==> config.mk <==
export PLATFORM = sky130hd
export DESIGN_NAME = gyro_drift_unwrap_tracker
export DESIGN_NICKNAME = d
export VERILOG_FILES = /design/src/design/gdut_pkg.sv /design/src/design/gdut_drift.sv /design/src/design/gyro_drift_unwrap_tracker.sv
export SDC_FILE = /design/constraint.sdc
export NUM_CORES = 1
export LEC_CHECK = 0
export BUFFER_PORTS_ARGS = -buffer_cell sky130_fd_sc_hd__buf_4
export CAP_MARGIN = 20
export CORE_MARGIN = 5
export CORE_UTILIZATION = 25
export CTS_CLUSTER_DIAMETER = 150
export DETAILED_ROUTE_END_ITERATION = 16
export GPL_ROUTABILITY_DRIVEN = 0
export PLACE_DENSITY = 0.45
export SETUP_SLACK_MARGIN = 0.3
export SLEW_MARGIN = 20
export SYNTH_ARGS = -nofsm -noshare
export SYNTH_HDL_FRONTEND = slang
export SYNTH_SLANG_ARGS = --single-unit
==> constraint.sdc <==
create_clock -name clk -period 8.8 [get_ports clk]
set_clock_uncertainty 0.2 [all_clocks]
set_input_delay 1.32 -clock clk [delete_from_list [all_inputs] [get_ports clk]]
set_output_delay 1.32 -clock clk [all_outputs]
set_load 0.02 [all_outputs]
==> src/design/gdut_pkg.sv <==
package gdut_pkg;

  // Field widths
  localparam int SAMPLE_W   = 13;
  localparam int TIME_W     = 32;
  localparam int VAL_W      = 32;
  localparam int THR_W      = 8;
  localparam int INTERVAL_W = 16;
  localparam int CFG_W      = 16;
  localparam int IN_W       = 48;
  localparam int OUT_W      = 96;

  // Register reset values
  localparam logic [THR_W-1:0]      THRESHOLD_RESET = 8'd3;
  localparam logic [INTERVAL_W-1:0] INTERVAL_RESET  = 16'd250;

  // Angles in tenths of a degree
  localparam logic signed [VAL_W-1:0] FULL_TURN = 32'sd3600;
  localparam logic signed [VAL_W-1:0] HALF_TURN = 32'sd1800;

  // Register indexes
  typedef enum logic {
    REG_THRESHOLD = 1'b0,
    REG_INTERVAL  = 1'b1
  } reg_index_t;

  typedef struct packed {
    logic [THR_W-1:0]      threshold;
    logic [INTERVAL_W-1:0] interval;
  } cfg_t;

  // Clamp a 34-bit signed sum to the 32-bit signed range
  function automatic logic signed [VAL_W-1:0] sat32(input logic signed [VAL_W+1:0] v);
    logic signed [VAL_W-1:0] r;
    if (v > 34'sd2147483647) begin
      r = 32'sh7FFF_FFFF;
    end else if (v < -34'sd2147483648) begin
      r = 32'sh8000_0000;
    end else begin
      r = $signed(v[VAL_W-1:0]);
    end
    return r;
  endfunction

endpackage

==> src/design/gdut_drift.sv <==
module gdut_drift (
  input  logic                                clk,
  input  logic                                rst,
  input  gdut_pkg::cfg_t                      cfg,
  input  logic                                load,
  input  logic signed [gdut_pkg::SAMPLE_W-1:0] sample,
  input  logic [gdut_pkg::TIME_W-1:0]         now_ms,
  output logic signed [gdut_pkg::VAL_W-1:0]   drift_sum
);

  logic signed [gdut_pkg::SAMPLE_W-1:0] ref_sample;
  logic [gdut_pkg::TIME_W-1:0]          last_check;

  logic [gdut_pkg::TIME_W-1:0]          elapsed;
  logic                                 check_due;
  logic signed [gdut_pkg::SAMPLE_W:0]   diff;
  logic [gdut_pkg::SAMPLE_W:0]          mag;
  logic                                 below;
  logic signed [gdut_pkg::VAL_W-1:0]    drift_sum_next;

  // Elapsed time wraps modulo 2^32
  assign elapsed   = now_ms - last_check;
  assign check_due = elapsed > {{(gdut_pkg::TIME_W-gdut_pkg::INTERVAL_W){1'b0}}, cfg.interval};

  // Sample change since the last check and its magnitude
  assign diff  = $signed({sample[gdut_pkg::SAMPLE_W-1], sample})
               - $signed({ref_sample[gdut_pkg::SAMPLE_W-1], ref_sample});
  assign mag   = diff[gdut_pkg::SAMPLE_W] ? 14'(-diff) : 14'(diff);
  assign below = mag < {{(gdut_pkg::SAMPLE_W+1-gdut_pkg::THR_W){1'b0}}, cfg.threshold};

  // Fold the change into the correction, clamped
  assign drift_sum_next = gdut_pkg::sat32(
      $signed({{2{drift_sum[gdut_pkg::VAL_W-1]}}, drift_sum})
    - $signed({{(gdut_pkg::VAL_W+1-gdut_pkg::SAMPLE_W){diff[gdut_pkg::SAMPLE_W]}}, diff}));

  // Update the reference at each due check, and the correction when the change is below threshold
  always_ff @(posedge clk) begin
    if (rst) begin
      ref_sample <= '0;
      last_check <= '0;
      drift_sum  <= '0;
    end else if (load && check_due) begin
      ref_sample <= sample;
      last_check <= now_ms;
      if (below) begin
        drift_sum <= drift_sum_next;
      end
    end
  end

endmodule

==> src/design/gyro_drift_unwrap_tracker.sv <==
// Channel    Direction  Contents (low bit up)
// s_axis     in         tdata: sample[12:0], now_ms[44:13], zero pad to 48
// m_axis     out        tdata: heading[31:0], absolute_heading[63:32],
//                       drift_correction[95:64]
// cfg        in         write only: cfg_we, cfg_index, cfg_data
//
// Five register stages: input, drift update, corrected heading, folded
// change, heading total. One request per cycle unless a stalled output
// backs up to the input. Each stage's state lives in that stage.
// Synchronous reset clears state and valid bits, config returns to 3/250.
// Each stage advances when it is empty or the next one advances, so a
// stalled output still fills the bubbles behind it.
module gyro_drift_unwrap_tracker (
  input  logic                         clk,
  input  logic                         rst,
  input  logic                         s_axis_tvalid,
  output logic                         s_axis_tready,
  input  logic [gdut_pkg::IN_W-1:0]    s_axis_tdata,  // sample, now_ms
  output logic                         m_axis_tvalid,
  input  logic                         m_axis_tready,
  output logic [gdut_pkg::OUT_W-1:0]   m_axis_tdata,  // heading, absolute_heading, drift_correction
  input  logic                         cfg_we,
  input  logic [0:0]                   cfg_index,
  input  logic [gdut_pkg::CFG_W-1:0]   cfg_data
);

  localparam int VW = gdut_pkg::VAL_W;
  localparam int SW = gdut_pkg::SAMPLE_W;

  gdut_pkg::cfg_t cfg;

  logic v0, v1, v2, v3, v4;
  logic en0, en1, en2, en3, en4;

  logic signed [SW-1:0]           s0_sample;
  logic [gdut_pkg::TIME_W-1:0]    s0_now;
  logic signed [SW-1:0]           s1_sample;
  logic signed [VW-1:0]           drift_sum;
  logic signed [VW-1:0]           h2, d2;
  logic signed [VW-1:0]           h3, d3;
  logic signed [VW:0]             delta3;
  logic signed [VW-1:0]           h4, d4;
  logic signed [VW-1:0]           prev_heading;
  logic signed [VW-1:0]           heading_total;

  logic signed [VW+1:0]           sum2;
  logic signed [VW-1:0]           hs2;
  logic signed [VW-1:0]           h2_next;
  logic signed [VW:0]             delta;
  logic signed [VW:0]             delta_next;
  logic signed [VW-1:0]           total_next;

  // Configuration writes
  always_ff @(posedge clk) begin
    if (rst) begin
      cfg.threshold <= gdut_pkg::THRESHOLD_RESET;
      cfg.interval  <= gdut_pkg::INTERVAL_RESET;
    end else if (cfg_we) begin
      unique case (gdut_pkg::reg_index_t'(cfg_index))
        gdut_pkg::REG_THRESHOLD: cfg.threshold <= cfg_data[gdut_pkg::THR_W-1:0];
        gdut_pkg::REG_INTERVAL:  cfg.interval  <= cfg_data[gdut_pkg::INTERVAL_W-1:0];
        default: ;
      endcase
    end
  end

  // Stage advance chain
  assign en4 = !v4 || m_axis_tready;
  assign en3 = !v3 || en4;
  assign en2 = !v2 || en3;
  assign en1 = !v1 || en2;
  assign en0 = !v0 || en1;
  assign s_axis_tready = en0;

  always_ff @(posedge clk) begin
    if (rst) begin
      v0 <= 1'b0;
      v1 <= 1'b0;
      v2 <= 1'b0;
      v3 <= 1'b0;
      v4 <= 1'b0;
    end else begin
      if (en0) v0 <= s_axis_tvalid;
      if (en1) v1 <= v0;
      if (en2) v2 <= v1;
      if (en3) v3 <= v2;
      if (en4) v4 <= v3;
    end
  end

  // Stage 0: capture the request
  always_ff @(posedge clk) begin
    if (en0 && s_axis_tvalid) begin
      s0_sample <= $signed(s_axis_tdata[SW-1:0]);
      s0_now    <= s_axis_tdata[SW+gdut_pkg::TIME_W-1:SW];
    end
  end

  // Stage 1: drift check and correction
  gdut_drift u_drift (
    .clk       (clk),
    .rst       (rst),
    .cfg       (cfg),
    .load      (en1 && v0),
    .sample    (s0_sample),
    .now_ms    (s0_now),
    .drift_sum (drift_sum)
  );

  always_ff @(posedge clk) begin
    if (en1 && v0) begin
      s1_sample <= s0_sample;
    end
  end

  // Stage 2: corrected heading, clamped, negative folded once
  assign sum2    = $signed({{(VW+2-SW){s1_sample[SW-1]}}, s1_sample})
                 + $signed({{2{drift_sum[VW-1]}}, drift_sum});
  assign hs2     = gdut_pkg::sat32(sum2);
  assign h2_next = hs2[VW-1] ? hs2 + gdut_pkg::FULL_TURN : hs2;

  always_ff @(posedge clk) begin
    if (en2 && v1) begin
      h2 <= h2_next;
      d2 <= drift_sum;
    end
  end

  // Stage 3: change from the previous heading, folded once
  assign delta = $signed({h2[VW-1], h2}) - $signed({prev_heading[VW-1], prev_heading});

  always_comb begin
    if (delta > $signed({gdut_pkg::HALF_TURN[VW-1], gdut_pkg::HALF_TURN})) begin
      delta_next = delta - $signed({gdut_pkg::FULL_TURN[VW-1], gdut_pkg::FULL_TURN});
    end else if (delta < -$signed({gdut_pkg::HALF_TURN[VW-1], gdut_pkg::HALF_TURN})) begin
      delta_next = delta + $signed({gdut_pkg::FULL_TURN[VW-1], gdut_pkg::FULL_TURN});
    end else begin
      delta_next = delta;
    end
  end

  always_ff @(posedge clk) begin
    if (rst) begin
      prev_heading <= '0;
    end else if (en3 && v2) begin
      prev_heading <= h2;
    end
  end

  always_ff @(posedge clk) begin
    if (en3 && v2) begin
      h3     <= h2;
      d3     <= d2;
      delta3 <= delta_next;
    end
  end

  // Stage 4: accumulate the absolute heading, clamped
  assign total_next = gdut_pkg::sat32($signed({{2{heading_total[VW-1]}}, heading_total})
                                    + $signed({delta3[VW], delta3}));

  always_ff @(posedge clk) begin
    if (rst) begin
      heading_total <= '0;
    end else if (en4 && v3) begin
      heading_total <= total_next;
    end
  end

  always_ff @(posedge clk) begin
    if (en4 && v3) begin
      h4 <= h3;
      d4 <= d3;
    end
  end

  assign m_axis_tvalid = v4;
  assign m_axis_tdata  = {d4, heading_total, h4};

  // Folded heading never sits within one full turn of the negative limit
  a_heading_fold: assert property (@(posedge clk) disable iff (rst)
    v4 |-> !(h4[VW-1] && h4 < (32'sh8000_0000 + gdut_pkg::FULL_TURN)))
    else $error("heading below the folded range");

  // Full pipeline with a stalled output takes no request
  a_full_stall: assert property (@(posedge clk) disable iff (rst)
    (v0 && v1 && v2 && v3 && v4 && !m_axis_tready) |-> !s_axis_tready)
    else $error("request accepted into a full pipeline");

  // Drift correction moves only when stage 1 loads
  a_drift_hold: assert property (@(posedge clk) disable iff (rst)
    !(en1 && v0) |=> $stable(drift_sum))
    else $error("drift correction changed without a request");

  // Absolute heading moves only when the output stage loads
  a_total_hold: assert property (@(posedge clk) disable iff (rst)
    !(en4 && v3) |=> $stable(heading_total))
    else $error("absolute heading changed without a request");

endmodule
==> impl_metrics.csv <==
group,metric,value,unit
cells_and_area,fin_util,29.5,%
logic_synthesis,synth_warnings,0,
clock_tree,clockBufferDepth,3,
cells_and_area,largest_register_ffs,33,
logic_synthesis,synthTopCellsByCount,"edfxtp_1 (283), nand2_1 (272), a21oi_1 (239)",
clock_tree,cts_tree,"done",
timing,fin_setup_tns,0,ns
logic_synthesis,synth_cell_types,124,
timing,period_needed,6.84,ns
logic_synthesis,syn_avg_cell_area,9.61,um2
hold_path,holdCritPathClass,"reg -> reg",
logic_synthesis,synth_most_common_cell,"edfxtp_1",
detailed_routing,vias,22200,
floorplanning,coreArea,111000,um2
pwr,pwr-share-seq,40.4,%
floorplanning,start_util,25.2,%
grt,overflow,0,
clock_tree,cts_made_buffers,54,
status,status,"finished clean",
logic_synthesis,yosys-top-cells-area,"edfxtp_1 (30%), dfxtp_1 (12%), ha_1 (7.9%)",
timing,worst_slew_pin_slew,0.920,ns
pwr,netSwitchingFraction,28.6,%
detailed_routing,drc,0,
cells_and_area,num-nets-final,3302,
logic_synthesis,synth_top_cell_by_area,"edfxtp_1",
timing,fin_crit_sh,77.8,%
critical_path,cp-start-kind,"flop",
cells_and_area,regMostFlops,"delta3",
critical_path,reg2reg_depth,26,
floorplanning,die_area,119000,um2
cells_and_area,drive_above_1_share,12.1,%
cells_and_area,multiInputGateArea,15000,um2
pwr,switching_power,0.00169,W
grt,grt_pass1_wl,124000,um
clock_tree,cts_setup_buffers,0,
logic_synthesis,ys.flop_type,"edfxtp_1",
clock_tree,cts_hold_buf,0,
pwr,intPower,0.00423,W
detailed_routing,wl_per_cell,17.3,um
detailed_routing,first_pass_iters,5,
floorplanning,die_w,345,um
clock_tree,cts_sinks,453,
pwr,comb_power_share,19.3,%
detailed_routing,routed_wirelength,79300,um
logic_synthesis,synth_top_area_share,30.3,%
logic_synthesis,syn_nets,3172,
clock_tree,cts.clk_slew.worst_paths,0.06,ns
detailed_routing,ant_nets,0,
pwr,cellLeakagePower,12.4,nW
clock_tree,clk_latency,0.64,ns
clock_tree,htree_levels,2,
run,cap_violations,0,
detailed_routing,via_per_inst,4.84,
hold_path,hold_path_depth,0,
timing,finalMaxSlewViolations,0,
critical_path,worstPathMaxFanout,28,
logic_synthesis,async_flop_share,0,%
clock_tree,cts_resized,0,
logic_synthesis,synth-seq-area-share,42.4,%
pwr,clkPwrFrac,40.4,%
floorplanning,rows,122,
timing,hold_viol,0,
critical_path,crit_required,9.08,ns
critical_path,crit_arrival,7.12,ns
timing,max_freq,146,MHz
logic_synthesis,synth-edff-count,283,
critical_path,end_kind,"flop",
timing,rsz0062_at_grt,"no",
floorplanning,pin_count,168,
grt,antenna_found_initial,1,
cells_and_area,diodes,0,
timing,relSlewSlack,37.9,%
grt,grt_pass1_vias,21500,
clock_tree,cts_root_buffer,"clkbuf_16",
detailed_routing,drt_iter0_drc,1021,
place,dp_hpwl,60400,um
critical_path,worst-setup-path-type,"reg -> reg",
logic_synthesis,ys_ff_latch,453,
cells_and_area,area_growth,16.7,%
place,port_buffers,164,
grt,grtUsageTotal,13.0,%
logic_synthesis,synth_cells,2919,
floorplanning,die_h,345,um
cells_and_area,nFillCells,11900,
cells_and_area,register_area,11900,um2
grt,grt_max_degree,67,
logic_synthesis,netlist_area,28100,um2
pwr,power_density,181,nW/um2
timing,setup_viol,0,
pwr,ir_worst_vdd,0.141,mV
-- routing by layer --
metal  wire length, um  global-route usage (%)  part of all wire, %  vias to the layer above
met5                13                       0                0.016                        -
met4              1590                    3.18                  2.0                        2
met3              3490                    2.18                  4.4                       93
met2             36900                    22.0                   47                      385
met1             37300                    17.4                   47                    10500
li1                  -                       -                    -                    11200
-- kinds of logic (layout without fill, tap and decap cells) --
family	Yosys count	count (layout)	share of synthesized area (%)
compound gates	821	821	20.3
mux	67	67	2.50
flops	453	453	42.4
buf+inv	283	457	4.14
xor+xnor	141	141	4.43
fa+ha+maj	194	194	8.72
simple gates	960	960	17.5
-- stage by stage --
stage          total power, W  hold slack (ns)  std cells  setup slack (ns)  instance area, um2
6_report              0.00592            0.213       4581              1.96               32700
2_1_floorplan         0.00327            0.200       2919              1.94               28100
3_3_place_gp          0.00358            0.202       4481              1.94               30800
5_1_grt               0.00624            0.220       4581              1.37               32700
3_5_place_dp          0.00358            0.205       4481              1.81               30800
4_1_cts               0.00603            0.215       4581              1.77               32700
-- power by group through the flow --
stage          Combinational (W)  Clock [W]  Sequential, W
2_1_floorplan           0.000853          0        0.00242
3_3_place_gp             0.00114          0        0.00244
3_5_place_dp             0.00114          0        0.00244
4_1_cts                  0.00115    0.00249        0.00239
5_1_grt                  0.00128    0.00256        0.00240
6_report                 0.00114    0.00239        0.00239
-- path summary, 6_finish.rpt --
kind         slack, ns           startpoint                            endpoint
min               0.21     d2[26]$_DFFE_PP_                    d3[26]$_DFFE_PP_
min reg2reg       0.21     d2[26]$_DFFE_PP_                    d3[26]$_DFFE_PP_
max reg2reg       1.96  s0_now[0]$_DFFE_PP_  u_drift.ref_sample[9]$_SDFFE_PP0P_
max               1.96  s0_now[0]$_DFFE_PP_  u_drift.ref_sample[9]$_SDFFE_PP0P_
-- worst max-delay path, stage by stage (launching register included) --
cell and delay [ns]:
edfxtp_1 0.39, inv_1 0.07, ha_1 0.16, inv_1 0.05, fa_1 0.42, a211oi_1 0.26
o21a_1 0.24, a21boi_0 0.21, o21ai_0 0.36, nand2b_1 0.09, a21o_1 0.21, a31oi_1 0.20
xnor2_1 0.14, ha_1 0.26, nand4_1 0.19, a211oi_1 0.08, a2111oi_0 0.50, a21oi_1 0.21
a2111oi_0 0.35, o2111ai_1 0.19, nor4_1 0.26, nand4_1 0.12, buf_4 0.19, nand2_2 0.46
buf_4 0.55, mux2i_1 0.24, nor2_1 0.05
-- final cells by class --
class / count / area share, %
clock buffer: 60 / 4.29
clock inverter: 40 / 1.54
inverter: 174 / 2.01
multi-input combinational: 2183 / 45.9
sequential: 453 / 36.4
tap: 1488 / 5.69
timing repair buffer: 183 / 4.20
-- placed cells by master, fill, tap and decap left out, types with 12 or more instances in the layout --
cell	Yosys	layout
edfxtp_1	283	283
nand2_1	272	272
a21oi_1	239	239
nor2_1	211	210
buf_4	9	183
ha_1	177	177
inv_1	173	171
dfxtp_1	170	170
o21ai_0	110	110
xnor2_1	88	88
nand3_1	81	81
a21o_1	81	81
mux2i_1	60	60
clkbuf_16	0	54
xor2_1	52	52
nor3_1	47	47
nand4_1	41	41
nand2b_1	40	40
and3_1	38	38
o21a_1	35	35
nor2b_1	34	34
a221o_1	33	33
a211oi_1	32	32
or3_1	32	32
o211ai_1	28	28
and2_1	29	27
a31oi_1	26	25
o31ai_1	20	20
or4_1	19	19
o21ai_1	20	19
nor3b_1	17	17
o21bai_1	16	16
o22ai_1	16	15
nor4_1	14	14
or2_2	13	13
and4_1	13	13
nand3b_1	12	12
No activity file was read; power rests on OpenSTA's default activity.
